$ cat config.mk
export PLATFORM = sky130hd
export DESIGN_NAME = velocity_command_frame_parser
export DESIGN_NICKNAME = d
export VERILOG_FILES = /design/src/rtl/vcfp_pkg.sv /design/src/rtl/velocity_command_frame_parser.sv
export SDC_FILE = /design/constraint.sdc
export NUM_CORES = 1
export LEC_CHECK = 0
export BUFFER_PORTS_ARGS = -buffer_cell sky130_fd_sc_hd__buf_4
export CAP_MARGIN = 20
export CORE_ASPECT_RATIO = 2
export CORE_UTILIZATION = 40
export DETAILED_ROUTE_END_ITERATION = 12
export PLACE_DENSITY_LB_ADDON = 0.15
export SYNTH_ARGS = -nofsm -noshare
export SYNTH_HDL_FRONTEND = slang
export SYNTH_SLANG_ARGS = --single-unit
$ cat constraint.sdc
create_clock -name clk -period 4.8 [get_ports clk]
set_input_delay 0.96 -clock clk [delete_from_list [all_inputs] [get_ports clk]]
set_output_delay 0.96 -clock clk [all_outputs]
set_load 0.05 [all_outputs]
$ cat src/rtl/vcfp_pkg.sv
// Shared constants and types for the velocity command frame parser.
`default_nettype none
package vcfp_pkg;

    localparam logic [7:0] HdrByte   = 8'h7B;
    localparam logic [7:0] TailByte  = 8'h7D;
    localparam int         FrameLen  = 11;
    localparam int         CheckPos  = 9;
    localparam logic [3:0] FrameLast = 4'(FrameLen - 1);
    localparam logic [3:0] CheckIdx  = 4'(CheckPos);

    typedef enum logic [1:0] {
        STATUS_OK       = 2'd0,
        STATUS_BAD_TAIL = 2'd1,
        STATUS_BAD_SUM  = 2'd2
    } frame_status_t;

endpackage
`default_nettype wire

$ cat src/rtl/velocity_command_frame_parser.sv
// Top level: byte-wise command frame parser with header, tail and XOR checksum.
// Data path: an accepted beat sits in the input register; its result, if any, is registered
// from there into the output register, which raises out_valid.
// Throughput: one byte beat per cycle; the input register stalls only while a result
// waits in the output register and the next beat has been taken in.
// Reset: rst_n clears position, running XOR, held targets and both valid flags.
`default_nettype none
module velocity_command_frame_parser (
    input  wire logic                       clk,
    input  wire logic                       rst_n,
    input  wire logic                       in_valid,
    output logic                            in_ready,
    input  wire logic [7:0]                 rx_byte,
    output logic                            out_valid,
    input  wire logic                       out_ready,
    output vcfp_pkg::frame_status_t         frame_status,
    output logic signed [15:0]              x_speed,
    output logic signed [15:0]              y_speed,
    output logic signed [15:0]              z_speed
);
    import vcfp_pkg::*;

    logic          in_valid_reg;
    logic [7:0]    in_byte_reg;

    logic [3:0]    pos_reg,  pos_next;
    logic [7:0]    xor_reg,  xor_next;
    logic [7:0]    spd_reg [6];
    logic [7:0]    chk_reg;
    logic [15:0]   tx_reg, ty_reg, tz_reg;
    logic [15:0]   tx_next, ty_next, tz_next;

    logic          out_valid_reg;
    frame_status_t status_reg, status_next;

    logic          advance;
    logic          done;
    logic [3:0]    pos;

    assign advance  = in_valid_reg && (!out_valid_reg || out_ready);
    assign in_ready = !in_valid_reg || advance;
    assign pos      = (pos_reg > FrameLast) ? 4'd0 : pos_reg;

    always_comb
    begin
        pos_next    = pos;
        xor_next    = xor_reg;
        tx_next     = tx_reg;
        ty_next     = ty_reg;
        tz_next     = tz_reg;
        status_next = STATUS_OK;
        done        = 1'b0;
        if (pos == 4'd0 && in_byte_reg != HdrByte) begin
            pos_next = 4'd0;
        end else if (pos == FrameLast) begin
            done     = 1'b1;
            pos_next = 4'd0;
            xor_next = 8'd0;
            if (in_byte_reg != TailByte) begin
                status_next = STATUS_BAD_TAIL;
            end else if (xor_reg != chk_reg) begin
                status_next = STATUS_BAD_SUM;
            end else begin
                tx_next = {spd_reg[1], spd_reg[0]};
                ty_next = {spd_reg[3], spd_reg[2]};
                tz_next = {spd_reg[5], spd_reg[4]};
            end
        end else begin
            pos_next = pos + 4'd1;
            if (pos < CheckIdx) begin
                xor_next = xor_reg ^ in_byte_reg;
            end
        end
    end

    always_ff @(posedge clk or negedge rst_n)
    begin
        if (!rst_n) begin
            in_valid_reg  <= 1'b0;
            out_valid_reg <= 1'b0;
            pos_reg       <= 4'd0;
            xor_reg       <= 8'd0;
            tx_reg        <= 16'd0;
            ty_reg        <= 16'd0;
            tz_reg        <= 16'd0;
        end else begin
            if (in_ready) begin
                in_valid_reg <= in_valid;
            end
            if (advance && done) begin
                out_valid_reg <= 1'b1;
            end else if (out_valid_reg && out_ready) begin
                out_valid_reg <= 1'b0;
            end
            if (advance) begin
                pos_reg <= pos_next;
                xor_reg <= xor_next;
                tx_reg  <= tx_next;
                ty_reg  <= ty_next;
                tz_reg  <= tz_next;
            end
        end
    end

    // payload registers, no reset
    always_ff @(posedge clk)
    begin
        if (in_ready && in_valid) begin
            in_byte_reg <= rx_byte;
        end
        if (advance) begin
            if (pos >= 4'd3 && pos <= 4'd8) begin
                spd_reg[3'(pos - 4'd3)] <= in_byte_reg;
            end
            if (pos == CheckIdx) begin
                chk_reg <= in_byte_reg;
            end
            if (done) begin
                status_reg <= status_next;
            end
        end
    end

    assign out_valid    = out_valid_reg;
    assign frame_status = status_reg;
    assign x_speed      = tx_reg;
    assign y_speed      = ty_reg;
    assign z_speed      = tz_reg;

    a_pos_range: assert property (@(posedge clk) disable iff (!rst_n)
        pos_reg <= FrameLast)
        else $error("frame position out of range");

    a_stall: assert property (@(posedge clk) disable iff (!rst_n)
        (in_valid_reg && out_valid_reg && !out_ready) |-> !in_ready)
        else $error("beat taken while result stalled");

    a_result_src: assert property (@(posedge clk) disable iff (!rst_n)
        $rose(out_valid_reg) |-> $past(pos_reg) == FrameLast)
        else $error("result without a closing beat");

    a_status_code: assert property (@(posedge clk) disable iff (!rst_n)
        out_valid_reg |-> (status_reg == STATUS_OK || status_reg == STATUS_BAD_TAIL
                           || status_reg == STATUS_BAD_SUM))
        else $error("invalid status on result");

endmodule
`default_nettype wire
==> metrics.md, run 1 <==
| Metric | Value |
|---|---|
| Slew Viols, Final | 0 |
| Clk slew on worst S/H paths | 0.05 ns |
| Max Clock Skew | 0.00724 ns |
| Die H | 158 µm |
| FP Rows | 56 |
| Most frequent cells in the layout | buf_4, edfxtp_1, dfrtp_1 |
| Power Density | 426 nW/µm² |
| Synth Area per Inst | 16.5 µm² |
| Fmax | 0.300 GHz |
| CTS resizes | 0 |
| Min Tclk post-route | 3.33 ns |
| Min-delay worst type | reg2reg |
| RSZ-0062 raised after global routing | false |
| Finished Core Util | 0.510 |
| Starting Density | 0.413 |
| Share of cells above drive strength 1 | 0.391 |
| Gate power share | 0.066 |
| Hold slack | 0.468 ns |
| Crit. End Element | flop |
| Power Total | 2.57 mW |
| DRC errors left | 0 |
| CP startpoint kind | flop |
| Register bit total from synthesis | 128 |
| Worst setup margin | 1.47 ns |
| Slew HR | 0.258 |
| Clock sink count | 128 |
| Num CTS Buffers | 17 |
| Cells on Worst Hold Path | 1 |
| Post-synth cell types | 35 |
| Cts hold-fix bufs | 0 |
| GRT Overall Usage | 0.174 |
| Via count | 2698 |
| Setup TNS | 0 ns |
| Antenna-violating nets left | 0 |
| First-pass GRT wire length | 15500 µm |
| Max reg flops | 48 |
| Synth Warn # | 0 |
| Final Instance Count excl. Fillers | 529 |
| Pleak | 2.66 nW |
| Dominant cell type by area after synthesis | edfxtp_1 |
| DP HPWL | 6660 µm |
| DR WL/cell | 18.6 µm |
| Latest clock arrival within the worst-skew pair | 0.41 ns |
| Routed wire length | 9820 µm |
| DRT Pass-1 Iters | 4 |
| CTS tree | done |
| Htree depth | 4 |
| Max VDD drop | 0.270 mV |
| Sequential fraction of the synthesis area | 0.723 |
| Outcome | complete, no violations |
| Die area | 12700 µm² |
| Net Sw Power | 603 µW |
| Part of the power in the clock network | 0.447 |
| Cell breakdown of the critical path | o21ai_0 > and2_1 > inv_1 > ha_1 > and3_1 > nand2_1 > inv_2 > nand3_2 > buf_4 > mux2_4 |
| Most common cell after layout, fill and taps aside | buf_4 |
| Reg2Reg Depth | 10 |
| Iter 0 DRT Violations | 140 |
| I/O pin total | 64 |
| Final setup fails | 0 |
| Final hold vios | 0 |
| Setup Crit Path Kind | reg2reg |
| Internal Power | 1.97 mW |
| Pin count of the biggest net entering global routing | 63 |
| Cells after DPL | 497 |
| Core ar. | 11800 µm² |
| Slew @ Worst Pin | 1.10 ns |
| DP Area | 5510 µm² |
| Arrival time worst endpoint | 3.62 ns |
| Vias/cell | 5.10 |
| Final Cell Area | 6040 µm² |
| Root Driver | clkbuf_16 |
| Register share of total power | 0.487 |
| Reg-to-reg startpoint | pos_reg[3] |
| Die Wd | 80.2 µm |
| Hold_sp | spd_reg[5][5] |
| Worst slack, placed | 1.43 ns |
| # nets final | 388 |
| Postcts setup bufs | 0 |
| GRT overflow | 0 |
| Layout area overhead | 23.6% |
| # diodes | 0 |
| Sw Share | 0.234 |
| Syn_nets | 313 |
| Reg2reg end | z_speed[15] |
| CTS max path bufs | 2 |
| Worst path slowest cell | dfrtp_1 |
| Worst Hold Path EP | z_speed[13] |
| Mapped Area | 4890 µm² |
| Top cells by area, synth | edfxtp_1, dfrtp_1, mux2_2 |
| Vias in the first global route | 2835 |
| Reg-to-reg slack, setup | 1.47 ns |
| GPL Wtd Cong | 0.810 |
| Area share of the largest cell type after synthesis | 0.405 |
| Max-cap check violation count | 0 |
| Worst path max stage delay | 0.48 ns |
| Crit-path max FO | 34 |
| WP data required | 5.09 ns |
| Port Buffers | 63 |
| Crit share post-route | 0.694 |
| Cells after Synth | 296 |
| Initial antenna violation count | 0 |
-- per-layer routing --
metal | share of wire | track usage | vias to the layer above
li1 | - | - | 1238
met2 | 0.58 | 0.324 | 76
met5 | 0 | 0 | -
met3 | 0.035 | 0.0418 | 20
met1 | 0.36 | 0.176 | 1364
met4 | 0.026 | 0.0901 | 0
-- synth_stat cells --
| cell | number |
|---|---|
| edfxtp_1 | 66 |
| dfrtp_1 | 62 |
| mux2_2 | 28 |
| mux2_4 | 20 |
| nand2_1 | 12 |
| o21ai_0 | 11 |
| nor2_1 | 9 |
| xnor2_1 | 9 |
| a21oi_1 | 8 |
| nand3_1 | 8 |
| or3_1 | 7 |
| clkbuf_1 | 5 |
| ha_1 | 5 |
| inv_1 | 5 |
| nand2b_1 | 5 |
| nor3_1 | 5 |
| nand4_1 | 4 |
| o41ai_1 | 4 |
| and2_1 | 3 |
| buf_2 | 3 |
| buf_6 | 3 |
| a21o_1 | 1 |
| a31oi_1 | 1 |
| and3_1 | 1 |
| inv_2 | 1 |
| nand3_2 | 1 |
| nand3b_1 | 1 |
| nor3b_4 | 1 |
| o211ai_1 | 1 |
| o21ba_2 | 1 |
| o221ai_1 | 1 |
| or2_2 | 1 |
| or3b_4 | 1 |
| or4_1 | 1 |
| xor2_1 | 1 |
-- power groups by stage --
stage / registers (mW) / clock network, mW / logic (mW)
2_1_floorplan: 1.25 / 0 / 0.128
3_3_place_gp: 1.27 / 0 / 0.169
3_5_place_dp: 1.28 / 0 / 0.170
4_1_cts: 1.26 / 1.18 / 0.173
5_1_grt: 1.26 / 1.22 / 0.193
6_report: 1.25 / 1.15 / 0.169
-- how the worst max path moves through the flow --
stage	startpoint	end	slack (ns)	cells after the start
after floorplan	out_ready	spd_reg[4][0]	1.76	6
after global placement	pos_reg[3]	y_speed[13]	1.50	10
after detailed placement	out_ready	spd_reg[4][6]	1.43	6
after CTS	pos_reg[3]	z_speed[15]	1.47	10
after global routing	pos_reg[3]	y_speed[13]	1.20	10
final	pos_reg[3]	z_speed[15]	1.47	10
-- logic make-up (layout without fill, tap and decap cells) --
group | count (synthesis) | in the layout | share of synthesized area
compound gates | 28 | 28 | 0.0348
fa+ha+maj | 5 | 5 | 0.0128
mux | 48 | 48 | 0.126
simple gates | 60 | 60 | 0.0676
xor+xnor | 10 | 10 | 0.0179
flops | 128 | 128 | 0.723
buf+inv | 17 | 105 | 0.0184
-- worst max-delay path, delay by kind of cell, from the launching register on --
kind                     cells  cell delay, ns
flip-flops                   1            0.48
buffers and inverters        3            0.85
adder cells (fa/ha/maj)      1            0.28
AND/OR/NAND/NOR              4            1.08
AO/OA/AOI/OAI                1            0.13
multiplexers                 1            0.36
-- layout make-up --
class,count,area [µm²]
Inverter,6,22.5
Tap cell,145,181
Fill cell,1034,5800
Timing Repair Buffer,67,503
Clock inverter,9,60.1
Multi-Input combinational cell,151,1270
Sequential cell,128,3530
Clock buffer,23,478
(Power assumes the default switching activity.)
==> run 2: changes to the inputs <==
- ABC_AREA: not set -> 1
- clock period: 4.8 -> 2.7 ns (I/O delays scaled with it)
==> run 2 against run 1 <==
Net effect: synthesized cell count is 60% higher; final cell count is 36% higher; via count increased by 34%; sequential power increased by 86%; power rose by 110%; sequential cell count is the same; sequential share of layout area is 3.5 points lower; fmax is 39% higher; area after synthesis up 5.8%; critical path type unchanged; largest cell class unchanged.
==> metrics.md, run 2 <==
| Metric | Value |
|---|---|
| CP startpoint kind | flop |
| Crit share post-route | 0.887 |
| Syn_nets | 490 |
| Max Clock Skew | 0.00691 ns |
| Initial antenna violation count | 0 |
| Min-delay worst type | in2async |
| Root Driver | clkbuf_16 |
| Clock sink count | 128 |
| FP Rows | 58 |
| Max VDD drop | 0.504 mV |
| Sequential fraction of the synthesis area | 0.683 |
| Htree depth | 4 |
| Most frequent cells in the layout | nand2_1, buf_4, edfxtp_1 |
| Share of cells above drive strength 1 | 0.228 |
| Pin count of the biggest net entering global routing | 63 |
| Slew HR | 0.470 |
| # diodes | 0 |
| Starting Density | 0.412 |
| Reg2reg end | spd_reg[2][5] |
| Max reg flops | 48 |
| Fmax | 0.417 GHz |
| Cells after DPL | 685 |
| Slew @ Worst Pin | 0.796 ns |
| Final Instance Count excl. Fillers | 717 |
| Routed wire length | 11400 µm |
| Reg2Reg Depth | 13 |
| Synth Warn # | 0 |
| Die Wd | 82.4 µm |
| Uppermost layer routed | met4 |
| Outcome | complete, no violations |
| Register bit total from synthesis | 128 |
| CTS tree | done |
| Latest clock arrival within the worst-skew pair | 0.41 ns |
| Area share of the largest cell type after synthesis | 0.383 |
| RSZ-0062 raised after global routing | false |
| Dominant cell type by area after synthesis | edfxtp_1 |
| Core ar. | 12600 µm² |
| Die H | 163 µm |
| Final setup fails | 0 |
| Mapped Area | 5170 µm² |
| DRC errors left | 0 |
| Port Buffers | 63 |
| Vias/cell | 5.04 |
| Reg-to-reg slack, setup | 0.30 ns |
| Pleak | 3.09 nW |
| Finished Core Util | 0.512 |
| GRT overflow | 0 |
| Post-synth EDFFs | 66 |
| CTS max path bufs | 2 |
| Arrival time worst endpoint | 2.51 ns |
| Synth Area per Inst | 10.9 µm² |
| Most common cell after layout, fill and taps aside | nand2_1 |
| Worst path max stage delay | 0.38 ns |
| Power Density | 832 nW/µm² |
| Cts hold-fix bufs | 0 |
| Crit-path max FO | 8 |
| DR WL/cell | 15.9 µm |
| Num CTS Buffers | 17 |
| Asr flop ratio synth | 0.484 |
| Die area | 13400 µm² |
| Layout fillers | 1190 |
| Reg-to-reg startpoint | pos_reg[0] |
| Met2 routed wirelength | 6190 µm |
| Antenna-violating nets left | 0 |
| Layout area overhead | 24.4% |
| WP data required | 2.81 ns |
| Post-synth cell types | 24 |
| GPL Wtd Cong | 0.899 |
| Setup Crit Path Kind | reg2reg |
| Crit. End Element | flop |
| Final Cell Area | 6430 µm² |
| Final hold vios | 0 |
| Cell breakdown of the critical path | nand2_1 > nand2_1 > nand2_1 > nand2_2 > inv_1 > ha_1 > inv_1 > xor2_1 > inv_1 > nor2_1 > nand2_1 > nor2_1 > buf_4 |
| Worst path slowest cell | dfrtp_1 |
| Hold slack | 0.216 ns |
| Via count | 3614 |
| Cells after Synth | 473 |
| CP most frequent cell | nand2_1 |
| Iter 0 DRT Violations | 179 |
| I/O pin total | 64 |
| Setup TNS | 0 ns |
| Main synth FF type | edfxtp_1 |
| Slew Viols, Final | 0 |
| Max-cap check violation count | 0 |
| Min Tclk post-route | 2.40 ns |
| Top cells by area, synth | edfxtp_1, dfrtp_1, nand2_1 |
| Clk slew on worst S/H paths | 0.06 ns |
| Postcts setup bufs | 0 |
| DP HPWL | 7860 µm |
| # nets final | 571 |
| Met3 WL | 417 µm |
| Commonest cells in the netlist | nand2_1, edfxtp_1, dfrtp_1 |
| DP Area | 5860 µm² |
| First-pass GRT wire length | 18200 µm |
| CTS resizes | 0 |
| Routed length on met1 | 4490 µm |
| DRT Pass-1 Iters | 4 |
| Top-count cell post-synth | nand2_1 |
| Vias in the first global route | 3546 |
| GRT Overall Usage | 0.189 |
-- run 2: cell count changes after synthesis, sizes merged, moves of 5 or more --
cell	before	now
mux2	48	0
nand2	12	166
nand4	4	58
nor2	9	25
xnor2	9	0
inv	6	39
or3	7	0
buf	6	16
nand2b	5	0
a21oi	8	1
xor2	1	9
-- run 2: worst max-delay path: cells and delay by family (launching register included) --
family / cells / cell delay, ns
and+or+nand+nor: 7 / 0.76
adders and majority gates: 1 / 0.22
xor gates and xnor gates: 1 / 0.24
buffers and inverters: 4 / 0.50
DFF: 1 / 0.38
-- run 2: metrics by stage --
stage               setup slack, ns  power, mW
finish                        0.304       5.35
global placement              0.394       3.18
detailed placement            0.264       3.21
global route                 0.0683       5.61
CTS                           0.243       5.38
floorplan                     0.364       2.93
-- run 2: cells by family after synthesis --
| kind of cell | synth area share |
|---|---|
| buffers and inverters | 0.0557 |
| xor gates and xnor gates | 0.0152 |
| and+or+nand+nor | 0.223 |
| DFF | 0.683 |
| adders and majority gates | 0.0121 |
| AOI/OAI and AO/OA | 0.0104 |
-- run 2: cell type report --
type                       instances  area, µm²  area share
clock buffer                      20        500      0.0778
tap                              150        188      0.0292
timing repair buffer              85        638      0.0992
clock inverter                    12       72.6      0.0113
inverter                          39        146      0.0228
multi-input combinational        283       1350       0.210
sequential                       128       3530       0.549
-- run 2: worst max-delay path by stage --
stage | to | cells past startpoint | from
after CTS | spd_reg[1][4] | 13 | pos_reg[1]
after detailed placement | spd_reg[1][5] | 13 | pos_reg[1]
after global placement | spd_reg[1][2] | 13 | pos_reg[0]
after global routing | spd_reg[2][5] | 13 | pos_reg[0]
after floorplan | spd_reg[1][0] | 12 | pos_reg[0]
final | spd_reg[2][5] | 13 | pos_reg[0]
-- run 2: routing by layer --
layer,GRT usage,up-vias
li1,-,1754
met1,0.207,1738
met2,0.327,99
met3,0.0465,23
met4,0.0949,0
met5,0,-
-- run 2: where the power goes --
| group | total, mW | internal [mW] | switching (mW) |
|---|---|---|---|
| clock network | 2.16 | 1.33 | 0.832 |
| logic | 0.867 | 0.291 | 0.575 |
| registers | 2.32 | 2.20 | 0.117 |
==> run 3: changes to the inputs <==
- PLACE_DENSITY: not set -> 0.58
- PLACE_DENSITY_LB_ADDON: 0.15 -> not set
==> run 3 against run 2 <==
Net effect: critical path depth stayed put; worst setup slack worse by 0.070 ns; power is 2.1% lower; die area stayed put; clock skew is 0.0048 ns higher; critical path type unchanged; final cell count stayed put; largest power group unchanged; sequential cell count stayed put.
==> metrics.md, run 3 (synthesized netlist as in run 2, its figures left out) <==
| Metric | Value |
|---|---|
| Final hold vios | 0 |
| Cts hold-fix bufs | 0 |
| Max reg flops | 48 |
| CP most frequent cell | nand2_1 |
| Slew Viols, Final | 0 |
| DP HPWL | 7920 µm |
| Routed wire length | 11400 µm |
| I/O pin total | 64 |
| Root Driver | clkbuf_16 |
| Most common cell after layout, fill and taps aside | nand2_1 |
| Latest clock arrival within the worst-skew pair | 0.41 ns |
| Htree depth | 4 |
| Crit share post-route | 0.913 |
| First-pass GRT wire length | 18000 µm |
| Share of cells above drive strength 1 | 0.228 |
| Outcome | complete, no violations |
| Max Clock Skew | 0.0117 ns |
| Crit-path max FO | 8 |
| Arrival time worst endpoint | 2.58 ns |
| Pin count of the biggest net entering global routing | 63 |
| GRT overflow | 0 |
| Worst path max stage delay | 0.36 ns |
| Slew HR | 0.459 |
| Vias in the first global route | 3520 |
| Min-delay worst type | in2async |
| Vias/cell | 5.01 |
| DR WL/cell | 15.9 µm |
| DRT Pass-1 Iters | 4 |
| Port Buffers | 63 |
| Final setup fails | 0 |
| Part of the power in the clock network | 0.397 |
| WP data required | 2.81 ns |
| CP Buf/Inv Count | 4 |
| # nets final | 571 |
| Initial antenna violation count | 0 |
| Max-cap check violation count | 0 |
| Worst path slowest cell | dfrtp_1 |
| Crit. End Element | flop |
| Register share of total power | 0.443 |
| Die Wd | 82.4 µm |
| GRT Overall Usage | 0.186 |
| # diodes | 0 |
| Clk slew on worst S/H paths | 0.06 ns |
| Slew @ Worst Pin | 0.812 ns |
| Postcts setup bufs | 0 |
| Crit path max-delay family | simple AND/OR/NAND/NOR gates |
| Internal Power | 3.73 mW |
| Hold slack | 0.205 ns |
| Reg2reg end | spd_reg[1][0] |
| CP startpoint kind | flop |
| Cell breakdown of the critical path | nand2_1 > nand2_1 > nand2_1 > nand2_1 > inv_1 > ha_1 > inv_1 > xor2_1 > inv_1 > nor2_1 > nand2_1 > nor2_1 > buf_4 |
| Layout area overhead | 24.3% |
| Power Density | 815 nW/µm² |
| CTS max path bufs | 2 |
| Clock sink count | 128 |
| Antenna-violating nets left | 0 |
| Core ar. | 12600 µm² |
| Most frequent cells in the layout | nand2_1, buf_4, edfxtp_1 |
| Setup Crit Path Kind | reg2reg |
| Crit path from | pos_reg[0] |
| CTS tree | done |
| Pleak | 3.07 nW |
| Reg-to-reg slack, setup | 0.23 ns |
| Starting Density | 0.412 |
| Sw Share | 0.289 |
| Max VDD drop | 0.613 mV |
| CTS resizes | 0 |
| Num CTS Buffers | 17 |
| FP Rows | 58 |
| Via count | 3590 |
| DRC errors left | 0 |
| RSZ-0062 raised after global routing | false |
| Setup TNS | 0 ns |
| Net Sw Power | 1.51 mW |
| Die area | 13400 µm² |
| GPL Wtd Cong | 0.822 |
| Die H | 163 µm |
| Iter 0 DRT Violations | 205 |
| Fmax | 0.406 GHz |
| Critical path capture point | spd_reg[1][0] |
| Layout fillers | 1153 |
| Gate power share | 0.160 |
| Reg-to-reg startpoint | pos_reg[0] |
| Min Tclk post-route | 2.47 ns |
| WP depth | 13 |
| Reg2Reg Depth | 13 |
run 3: cell types whose count changed in the layout (fill, tap and decap cells not counted), sizes merged:
| cell | change |
|---|---|
| clkinv | +2 |
| inv | -2 |
| clkbuf | -2 |
| clkinvlp | +2 |
run 3: metal layers:
layer,wire length [µm],vias up,global-route usage,part of all wire
met5,0,-,0,0
met4,195,0,0.0670,0.017
met3,318,12,0.0443,0.028
met2,6700,83,0.345,0.59
met1,4200,1746,0.196,0.37
li1,-,1749,-,-
run 3: final cells by class:
cell class | count | area (µm²) | share of cell area
sequential | 128 | 3530 | 0.550
multi-input combinational | 283 | 1350 | 0.210
timing repair buffer | 85 | 651 | 0.101
clock buffer | 18 | 450 | 0.0701
tap | 150 | 188 | 0.0292
inverter | 39 | 146 | 0.0228
clock inverter | 14 | 108 | 0.0167
run 3: power groups by stage:
stage | clock network, mW | logic (mW) | registers, mW
6_report | 2.08 | 0.837 | 2.32
3_3_place_gp | 0 | 0.810 | 2.35
2_1_floorplan | 0 | 0.592 | 2.34
3_5_place_dp | 0 | 0.838 | 2.36
4_1_cts | 2.13 | 0.847 | 2.32
5_1_grt | 2.20 | 0.950 | 2.34
run 3: how the worst min path moves through the flow:
stage | from | to | slack, ns | cells past startpoint
floorplan | rst_n | in_valid_reg | 0.24 | 0
global placement | z_speed[4] | z_speed[4] | 0.46 | 2
finish | rst_n | pos_reg[2] | 0.21 | 1
CTS | rst_n | pos_reg[3] | 0.25 | 1
global route | rx_byte[3] | in_byte_reg[3] | 0.29 | 1
detailed placement | y_speed[8] | y_speed[8] | 0.46 | 2
run 3: metrics by stage:
stage / std cells / util / cell area (µm²) / setup WS (ns) / power [mW]
after CTS: 717 / 0.512 / 6430 / 0.244 / 5.30
final: 717 / 0.512 / 6430 / 0.234 / 5.24
after global routing: 717 / 0.512 / 6430 / 0.0280 / 5.49
after global placement: 685 / 0.467 / 5870 / 0.378 / 3.16
after floorplan: 473 / - / 5170 / 0.364 / 2.93
after detailed placement: 685 / 0.467 / 5870 / 0.258 / 3.19
